[src/sv/prru_pkg.sv]
// prru_pkg: types, field widths, action codes and the factorial table
// for the permutation rank / unrank unit; no dependencies
`timescale 1ns / 1ps

package prru_pkg;

	localparam int NIB_W       = 4;
	localparam int POS_N       = 16;
	localparam int PERM_W      = NIB_W * POS_N;
	localparam int RANK_W      = 45;
	localparam int ACT_W       = 2;
	localparam int SIZE_W      = 5;
	localparam int POS_W       = 4;
	localparam int SUB_W       = 2;
	localparam int IN_TDATA_W  = 120;
	localparam int OUT_TDATA_W = 112;
	localparam int OUT_TUSER_W = 1;

	localparam logic [SIZE_W-1:0] SIZE_RESET = 5'd12;
	localparam logic [SIZE_W-1:0] SIZE_MIN   = 5'd2;

	typedef enum logic [1:0] {
		ST_IDLE,
		ST_RANK,
		ST_UNRANK,
		ST_FINISH
	} prru_state_t;

	typedef enum logic [ACT_W-1:0] {
		ACT_RANK   = 2'd0,
		ACT_SWAP   = 2'd1,
		ACT_UNRANK = 2'd2,
		ACT_NONE   = 2'd3
	} prru_act_t;

	typedef logic [NIB_W-1:0] nib_t;

	// k! for k = 0..16
	function automatic logic [RANK_W-1:0] fact(input logic [SIZE_W-1:0] k);
		logic [RANK_W-1:0] f;
		case (k)
			5'd0:    f = 45'd1;
			5'd1:    f = 45'd1;
			5'd2:    f = 45'd2;
			5'd3:    f = 45'd6;
			5'd4:    f = 45'd24;
			5'd5:    f = 45'd120;
			5'd6:    f = 45'd720;
			5'd7:    f = 45'd5040;
			5'd8:    f = 45'd40320;
			5'd9:    f = 45'd362880;
			5'd10:   f = 45'd3628800;
			5'd11:   f = 45'd39916800;
			5'd12:   f = 45'd479001600;
			5'd13:   f = 45'd6227020800;
			5'd14:   f = 45'd87178291200;
			5'd15:   f = 45'd1307674368000;
			5'd16:   f = 45'd20922789888000;
			default: f = '0;
		endcase
		return f;
	endfunction

endpackage

[src/sv/permutation_rank_unrank_unit.sv]
// permutation_rank_unrank_unit: lexicographic rank / unrank of permutations of
// up to 16 nibbles through the factorial number system
// depends on prru_pkg
`timescale 1ns / 1ps
// timing: rank and swap rank handle one position per step in ST_RANK; unrank makes
// four compare-subtract steps per position in ST_UNRANK in the one shared 48-bit
// subtractor; a too-big rank or an unused action goes straight to ST_FINISH
// throughput: one item at a time, the next is accepted once the result sits
// in the output register
// reset: asynchronous, active low; size register returns to 12, no result held

module permutation_rank_unrank_unit #(
	parameter int MAX_SIZE = 16
) (
	input  logic                               clk,
	input  logic                               arst_n,
	// size register write
	input  logic                               cfg_we,
	input  logic [prru_pkg::SIZE_W-1:0]        cfg_wdata,
	// input items
	input  logic                               s_axis_tvalid,
	output logic                               s_axis_tready,
	// perm [63:0], rank_in [108:64], swap_first [112:109], swap_second [116:113]
	input  logic [prru_pkg::IN_TDATA_W-1:0]    s_axis_tdata,
	// action [1:0]
	input  logic [prru_pkg::ACT_W-1:0]         s_axis_tuser,
	// result items
	output logic                               m_axis_tvalid,
	input  logic                               m_axis_tready,
	// rank_out [44:0], perm_out [108:45]
	output logic [prru_pkg::OUT_TDATA_W-1:0]   m_axis_tdata,
	// rank_too_big [0]
	output logic [prru_pkg::OUT_TUSER_W-1:0]   m_axis_tuser
);

	import prru_pkg::*;

	localparam logic [SIZE_W-1:0] MaxN = SIZE_W'(MAX_SIZE);

	// control state
	prru_state_t       state_q, state_nxt;
	logic [SIZE_W-1:0] size_q;
	logic [SIZE_W-1:0] rem_q;     // positions still to do, counts down to 1
	logic [POS_W-1:0]  pos_q;     // output position for unrank
	logic [SUB_W-1:0]  sub_q;     // digit bit under trial, 3 down to 0
	logic              out_valid_q;

	// working payload
	logic [PERM_W-1:0] work_q;    // rank: values shifted down; unrank: free list
	logic [PERM_W-1:0] permw_q;   // unranked permutation being built
	logic [RANK_W-1:0] acc_q;     // rank accumulator
	logic [RANK_W-1:0] term_q;    // product of the previous position
	logic [RANK_W-1:0] r_q;       // unrank remainder
	logic [NIB_W-1:0]  digit_q;
	logic              big_q;

	// output register
	logic [RANK_W-1:0] rank_out_q;
	logic [PERM_W-1:0] perm_out_q;
	logic              big_out_q;

	// handshake decode
	logic in_fire;
	logic out_load;

	// effective size, clamped into 2..MAX_SIZE
	logic [SIZE_W-1:0] n_eff;
	always_comb begin
		if (size_q < SIZE_MIN) begin
			n_eff = SIZE_MIN;
		end else if (size_q > MaxN) begin
			n_eff = MaxN;
		end else begin
			n_eff = size_q;
		end
	end

	// input fields
	logic [PERM_W-1:0] in_perm;
	logic [RANK_W-1:0] in_rank;
	logic [POS_W-1:0]  in_swap_a;
	logic [POS_W-1:0]  in_swap_b;
	prru_act_t         in_act;

	assign in_perm   = s_axis_tdata[PERM_W-1:0];
	assign in_rank   = s_axis_tdata[PERM_W +: RANK_W];
	assign in_swap_a = s_axis_tdata[PERM_W+RANK_W +: POS_W];
	assign in_swap_b = s_axis_tdata[PERM_W+RANK_W+POS_W +: POS_W];
	assign in_act    = prru_act_t'(s_axis_tuser);

	// mask nibbles at and above n, then the optional exchange
	nib_t              mask_nib [POS_N];
	nib_t              nib_a;
	nib_t              nib_b;
	logic [PERM_W-1:0] load_vec;
	always_comb begin
		for (int k = 0; k < POS_N; k++) begin
			mask_nib[k] = (SIZE_W'(k) < n_eff) ? in_perm[NIB_W*k +: NIB_W] : '0;
		end
		nib_a = mask_nib[in_swap_a];
		nib_b = mask_nib[in_swap_b];
		for (int k = 0; k < POS_N; k++) begin
			if (in_act == ACT_SWAP && POS_W'(k) == in_swap_b) begin
				load_vec[NIB_W*k +: NIB_W] = nib_a;
			end else if (in_act == ACT_SWAP && POS_W'(k) == in_swap_a) begin
				load_vec[NIB_W*k +: NIB_W] = nib_b;
			end else begin
				load_vec[NIB_W*k +: NIB_W] = mask_nib[k];
			end
		end
	end

	logic too_big_in;
	assign too_big_in = (in_rank >= fact(n_eff));

	// factorial of the positions after the current one, shared by both directions
	logic [RANK_W-1:0] f_cur;
	assign f_cur = fact(SIZE_W'(rem_q - 5'd1));

	// rank step: count later valid values below the current one
	logic [POS_N-2:0]    lt_vec;
	logic [NIB_W-1:0]    cnt;
	logic [RANK_W+3:0]   prod;
	always_comb begin
		for (int k = 1; k < POS_N; k++) begin
			lt_vec[k-1] = (SIZE_W'(k) < rem_q) &&
				(work_q[NIB_W*k +: NIB_W] < work_q[NIB_W-1:0]);
		end
		cnt  = NIB_W'($countones(lt_vec));
		prod = {{RANK_W{1'b0}}, cnt} * {{NIB_W{1'b0}}, f_cur};
	end

	// unrank step: one trial subtract of f << sub per cycle
	logic [RANK_W+2:0] trial;
	logic              ge;
	logic [RANK_W+2:0] r_diff;
	logic [NIB_W-1:0]  d_now;
	nib_t              pick;
	logic [PERM_W-1:0] list_nxt;
	always_comb begin
		trial  = {3'b000, f_cur} << sub_q;
		ge     = ({3'b000, r_q} >= trial);
		r_diff = {3'b000, r_q} - trial;
		d_now  = digit_q;
		d_now[sub_q] = ge;
		pick   = work_q[NIB_W*d_now +: NIB_W];
		// drop the picked entry from the free list
		for (int k = 0; k < POS_N; k++) begin
			if (NIB_W'(k) < d_now) begin
				list_nxt[NIB_W*k +: NIB_W] = work_q[NIB_W*k +: NIB_W];
			end else if (k < POS_N - 1) begin
				list_nxt[NIB_W*k +: NIB_W] = work_q[NIB_W*(k+1) +: NIB_W];
			end else begin
				list_nxt[NIB_W*k +: NIB_W] = '0;
			end
		end
	end

	// sequencer outputs
	always_comb begin
		s_axis_tready = (state_q == ST_IDLE);
		in_fire       = s_axis_tvalid && (state_q == ST_IDLE);
		out_load      = (state_q == ST_FINISH) && (!out_valid_q || m_axis_tready);
	end

	// sequencer next state
	always_comb begin
		state_nxt = state_q;
		unique case (state_q)
			ST_IDLE: begin
				if (in_fire) begin
					case (in_act) inside
						ACT_RANK, ACT_SWAP: state_nxt = ST_RANK;
						ACT_UNRANK:         state_nxt = too_big_in ? ST_FINISH : ST_UNRANK;
						default:            state_nxt = ST_FINISH;
					endcase
				end
			end
			ST_RANK: begin
				if (rem_q == 5'd1) begin
					state_nxt = ST_FINISH;
				end
			end
			ST_UNRANK: begin
				if (sub_q == '0 && rem_q == 5'd1) begin
					state_nxt = ST_FINISH;
				end
			end
			ST_FINISH: begin
				if (out_load) begin
					state_nxt = ST_IDLE;
				end
			end
			default: state_nxt = ST_IDLE;
		endcase
	end

	// control registers
	always_ff @(posedge clk or negedge arst_n) begin
		if (!arst_n) begin
			state_q     <= ST_IDLE;
			size_q      <= SIZE_RESET;
			rem_q       <= '0;
			pos_q       <= '0;
			sub_q       <= '0;
			out_valid_q <= 1'b0;
		end else begin
			state_q <= state_nxt;
			if (cfg_we) begin
				size_q <= cfg_wdata;
			end
			if (in_fire) begin
				rem_q <= n_eff;
				pos_q <= '0;
				sub_q <= SUB_W'(3);
			end else if (state_q == ST_RANK) begin
				rem_q <= rem_q - 5'd1;
			end else if (state_q == ST_UNRANK) begin
				sub_q <= sub_q - 2'd1;
				if (sub_q == '0) begin
					rem_q <= rem_q - 5'd1;
					pos_q <= pos_q + 4'd1;
				end
			end
			if (out_load) begin
				out_valid_q <= 1'b1;
			end else if (m_axis_tready) begin
				out_valid_q <= 1'b0;
			end
		end
	end

	// datapath registers
	always_ff @(posedge clk) begin
		if (in_fire) begin
			acc_q   <= '0;
			term_q  <= '0;
			r_q     <= in_rank;
			digit_q <= '0;
			permw_q <= '0;
			big_q   <= (in_act == ACT_UNRANK) && too_big_in;
			if (in_act == ACT_UNRANK) begin
				// free list starts as 0, 1, 2, ...
				for (int k = 0; k < POS_N; k++) begin
					work_q[NIB_W*k +: NIB_W] <= NIB_W'(k);
				end
			end else begin
				work_q <= load_vec;
			end
		end else if (state_q == ST_RANK) begin
			acc_q  <= acc_q + term_q;
			term_q <= prod[RANK_W-1:0];
			work_q <= {{NIB_W{1'b0}}, work_q[PERM_W-1:NIB_W]};
		end else if (state_q == ST_UNRANK) begin
			if (ge) begin
				r_q <= r_diff[RANK_W-1:0];
			end
			if (sub_q == '0) begin
				digit_q <= '0;
				work_q  <= list_nxt;
				permw_q[NIB_W*pos_q +: NIB_W] <= pick;
			end else begin
				digit_q <= d_now;
			end
		end
		if (out_load) begin
			rank_out_q <= acc_q;
			perm_out_q <= permw_q;
			big_out_q  <= big_q;
		end
	end

	assign m_axis_tvalid = out_valid_q;
	assign m_axis_tdata  = {{(OUT_TDATA_W-PERM_W-RANK_W){1'b0}}, perm_out_q, rank_out_q};
	assign m_axis_tuser  = big_out_q;

endmodule
[config.mk]
export PLATFORM = sky130hd
export DESIGN_NAME = permutation_rank_unrank_unit
export DESIGN_NICKNAME = d
export VERILOG_FILES = /design/src/sv/prru_pkg.sv /design/src/sv/permutation_rank_unrank_unit.sv
export SDC_FILE = /design/constraint.sdc
export NUM_CORES = 2
export LEC_CHECK = 0
export ABC_AREA = 1
export ABC_CLOCK_PERIOD_IN_PS = 9500
export CAP_MARGIN = 25
export CORE_AREA = 2 2 290 292
export DETAILED_ROUTE_END_ITERATION = 10
export DIE_AREA = 0 0 292 294
export DONT_BUFFER_PORTS = 1
export GPL_TIMING_DRIVEN = 0
export SYNTH_ARGS = -nofsm -noshare
export SYNTH_HDL_FRONTEND = slang
export SYNTH_SLANG_ARGS = --single-unit
[constraint.sdc]
create_clock -name clk -period 9.5 [get_ports clk]
set_input_delay 0.475 -clock clk [delete_from_list [all_inputs] [get_ports clk]]
set_output_delay 0.475 -clock clk [all_outputs]
set_load 0.01 [all_outputs]
==> flow_summary.ini <==
[drt]
drtIter0Drc = 2359
drt_wl_total_mm = 118
dr.pass1.iters = 6
drt-vias-per-instance = 5.48
vias = 31300
antenna_left = 0
drc = 0
wl_per_cell_um = 20.8

[logic_synthesis]
synth_edf_count = 220
synthesis.area_um2 = 32800
yosysMostFrequentCell = nand2_1
yosysWarningCount = 0
seq_area_frac_synth = 0.312
ys_ff_latch = 397
synthTopCellsByArea = edfxtp_1 (20%), ha_1 (10%), nand2_1 (9.9%)
synthTopCellsByCount = nand2_1 (863), inv_1 (667), nor2_1 (541)
synth.distinct_cells = 65
synth_area_per_cell_um2 = 7.28
async_flop_share = 0.0479
synth_top_area_frac = 0.201
synthCells = 4510
ys.flop_type = edfxtp_1
synth_top_area_cell = edfxtp_1

[clocking]
clk_transition_reported_paths_ns = 0.06
cts_tree = done
clk_latency_ns = 0.62
cts_root_buf = clkbuf_16
cts_sinks = 397
clock_path_buffers = 3
cts_buffers = 47
htree_levels = 2

[run_status]
outcome = completed

[floorplan]
pin_count = 247
die_width_um = 292
die_height_um = 294
initial_core_util = 0.396
rows = 106
core_um2 = 82900
die_area_um2 = 85800

[run]
drv_cap = 0

[sta]
finalCritPeriodShare = 0.961
setup_viol = 0
relSlewSlack = 0.288
clock.fmax_mhz = 110
maxSlewViolCount = 0
worst_pin_slew_ns = 1.07
finalHoldViolations = 0
final.setup_skew_ns = 0.0302
min_period_ns = 9.12

[finish]
syn_to_final_growth_pct = 10.2
layout.nets = 5060
drive_above_1_share = 0.0499
fillers = 8668
n_antenna_cell = 0
post-route-util = 0.436

[worst_setup_path]
critPathMaxFanout = 10
setup.worst_path.start_class = flip-flop
worstPathArrival_ns = 9.62
worstSetupPathType = reg -> reg
crit_top_cell = fa_1
critPathCaptureType = flip-flop
max_stage_delay_ns = 0.60
cp.required_ns = 10.00
crit_slowest_cell = fa_1

[place]
gp_congestion = 1.01
portBuffers = 0
place_hpwl_mm = 97.6

[global_route]
grt_max_degree = 35
grt_usage = 0.269
antenna_found_initial = 1
grt_overflow_total = 0
grt_pass1_vias = 30100
grt_first_pass_wirelength_mm = 179

[worst_hold_path]
hold_path_class = in -> reg
[per-stage QoR]
step                TNS, ns  setup slack [ns]  instances  hold slack, ns  area, um^2
finish                    0             0.375       5706          0.0389       36200
global route        -0.0838           -0.0366       5706          0.0190       36200
CTS                       0            0.0205       5694         0.00116       36000
detailed placement    -4.55            -0.632       5601           0.181       34400
global placement     -70.91             -1.48       5593           0.181       34200
floorplan                 0              1.11       4513           0.179       32800
[registers in the layout, indices dropped and copies added, names as in the netlist]
register / count
m_axis_tvalid: 1
perm_out_q: 64
rank_out_q: 45
digit_q: 4
sub_q: 2
work_q: 64
r_q: 45
size_q: 5
rem_q: 5
acc_q: 45
state_q: 2
pos_q: 4
term_q: 45
m_axis_tuser: 1
big_q: 1
permw_q: 64
[area by class of cell]
cell class,count,area (um^2),share of cell area
Sequential cell,397,10200,0.283
Inverter,679,2560,0.0709
Tap cell,1080,1350,0.0374
Timing Repair Buffer,26,313,0.00865
Clock buffer,60,1250,0.0347
Clock inverter,27,323,0.00893
Buffer,126,552,0.0153
Multi-Input combinational cell,3311,19600,0.541
[cell usage in the layout, fill, tap and decap left out, drive strengths merged, types with 60 or more instances in the layout]
| cell | netlist | layout |
|---|---|---|
| clkbuf | 88 | 147 |
| o21ai | 432 | 432 |
| fa | 77 | 77 |
| nor2 | 550 | 550 |
| nand3 | 176 | 176 |
| inv | 675 | 674 |
| nand2 | 878 | 878 |
| buf | 38 | 60 |
| a31oi | 72 | 72 |
| edfxtp | 220 | 220 |
| ha | 263 | 263 |
| a21oi | 408 | 408 |
| dfxtp | 158 | 158 |
[worst max-delay path, delay by kind of cell (launching register included)]
family / cells / cell delay (ns)
adders and majority gates: 9 / 4.51
AOI/OAI and AO/OA: 9 / 2.10
and+or+nand+nor: 5 / 0.84
buffers and inverters: 6 / 0.65
DFF: 1 / 0.45
xor gates and xnor gates: 2 / 0.43
[worst paths after layout]
kind / endpoint / from / depth (start not counted) / slack, ns
max in group asynchronous: size_q[3] / arst_n / 2 / 8.88
hold reg to reg: perm_out_q[13] / permw_q[13] / 0 / 0.41
setup / recovery: term_q[43] / rem_q[4] / 31 / 0.38
hold / removal: size_q[2] / cfg_wdata[2] / 2 / 0.04
min in group asynchronous: size_q[4] / arst_n / 2 / 0.38
setup reg to reg: term_q[43] / rem_q[4] / 31 / 0.38
[kinds of logic after synthesis]
family,after synthesis,share of synthesized area
and+or+nand+nor,1732,0.224
AOI/OAI and AO/OA,1155,0.201
buffers and inverters,805,0.0941
DFF,397,0.312
adders and majority gates,340,0.147
xor gates and xnor gates,75,0.0200
muxes,5,0.00152
other,1,0.000114
[routing by layer]
layer,part of all wire,track usage,vias up
met3,0.056,0.0334,191
li1,-,-,15300
met1,0.44,0.352,14700
met4,0.034,0.0890,0
met2,0.47,0.459,1035
met5,0,0,-
[repair_timing]
item	4_1_cts	5_1_grt
gates resized for setup	11	15
endpoints found under the hold margin	23	0
setup endpoints to repair	19	20
setup buffers	0	12
hold buffers	6	0
Power is left out: the tool's default activity adds up to more than one toggle a clock period on the data nets, which glitch-free logic cannot reach.
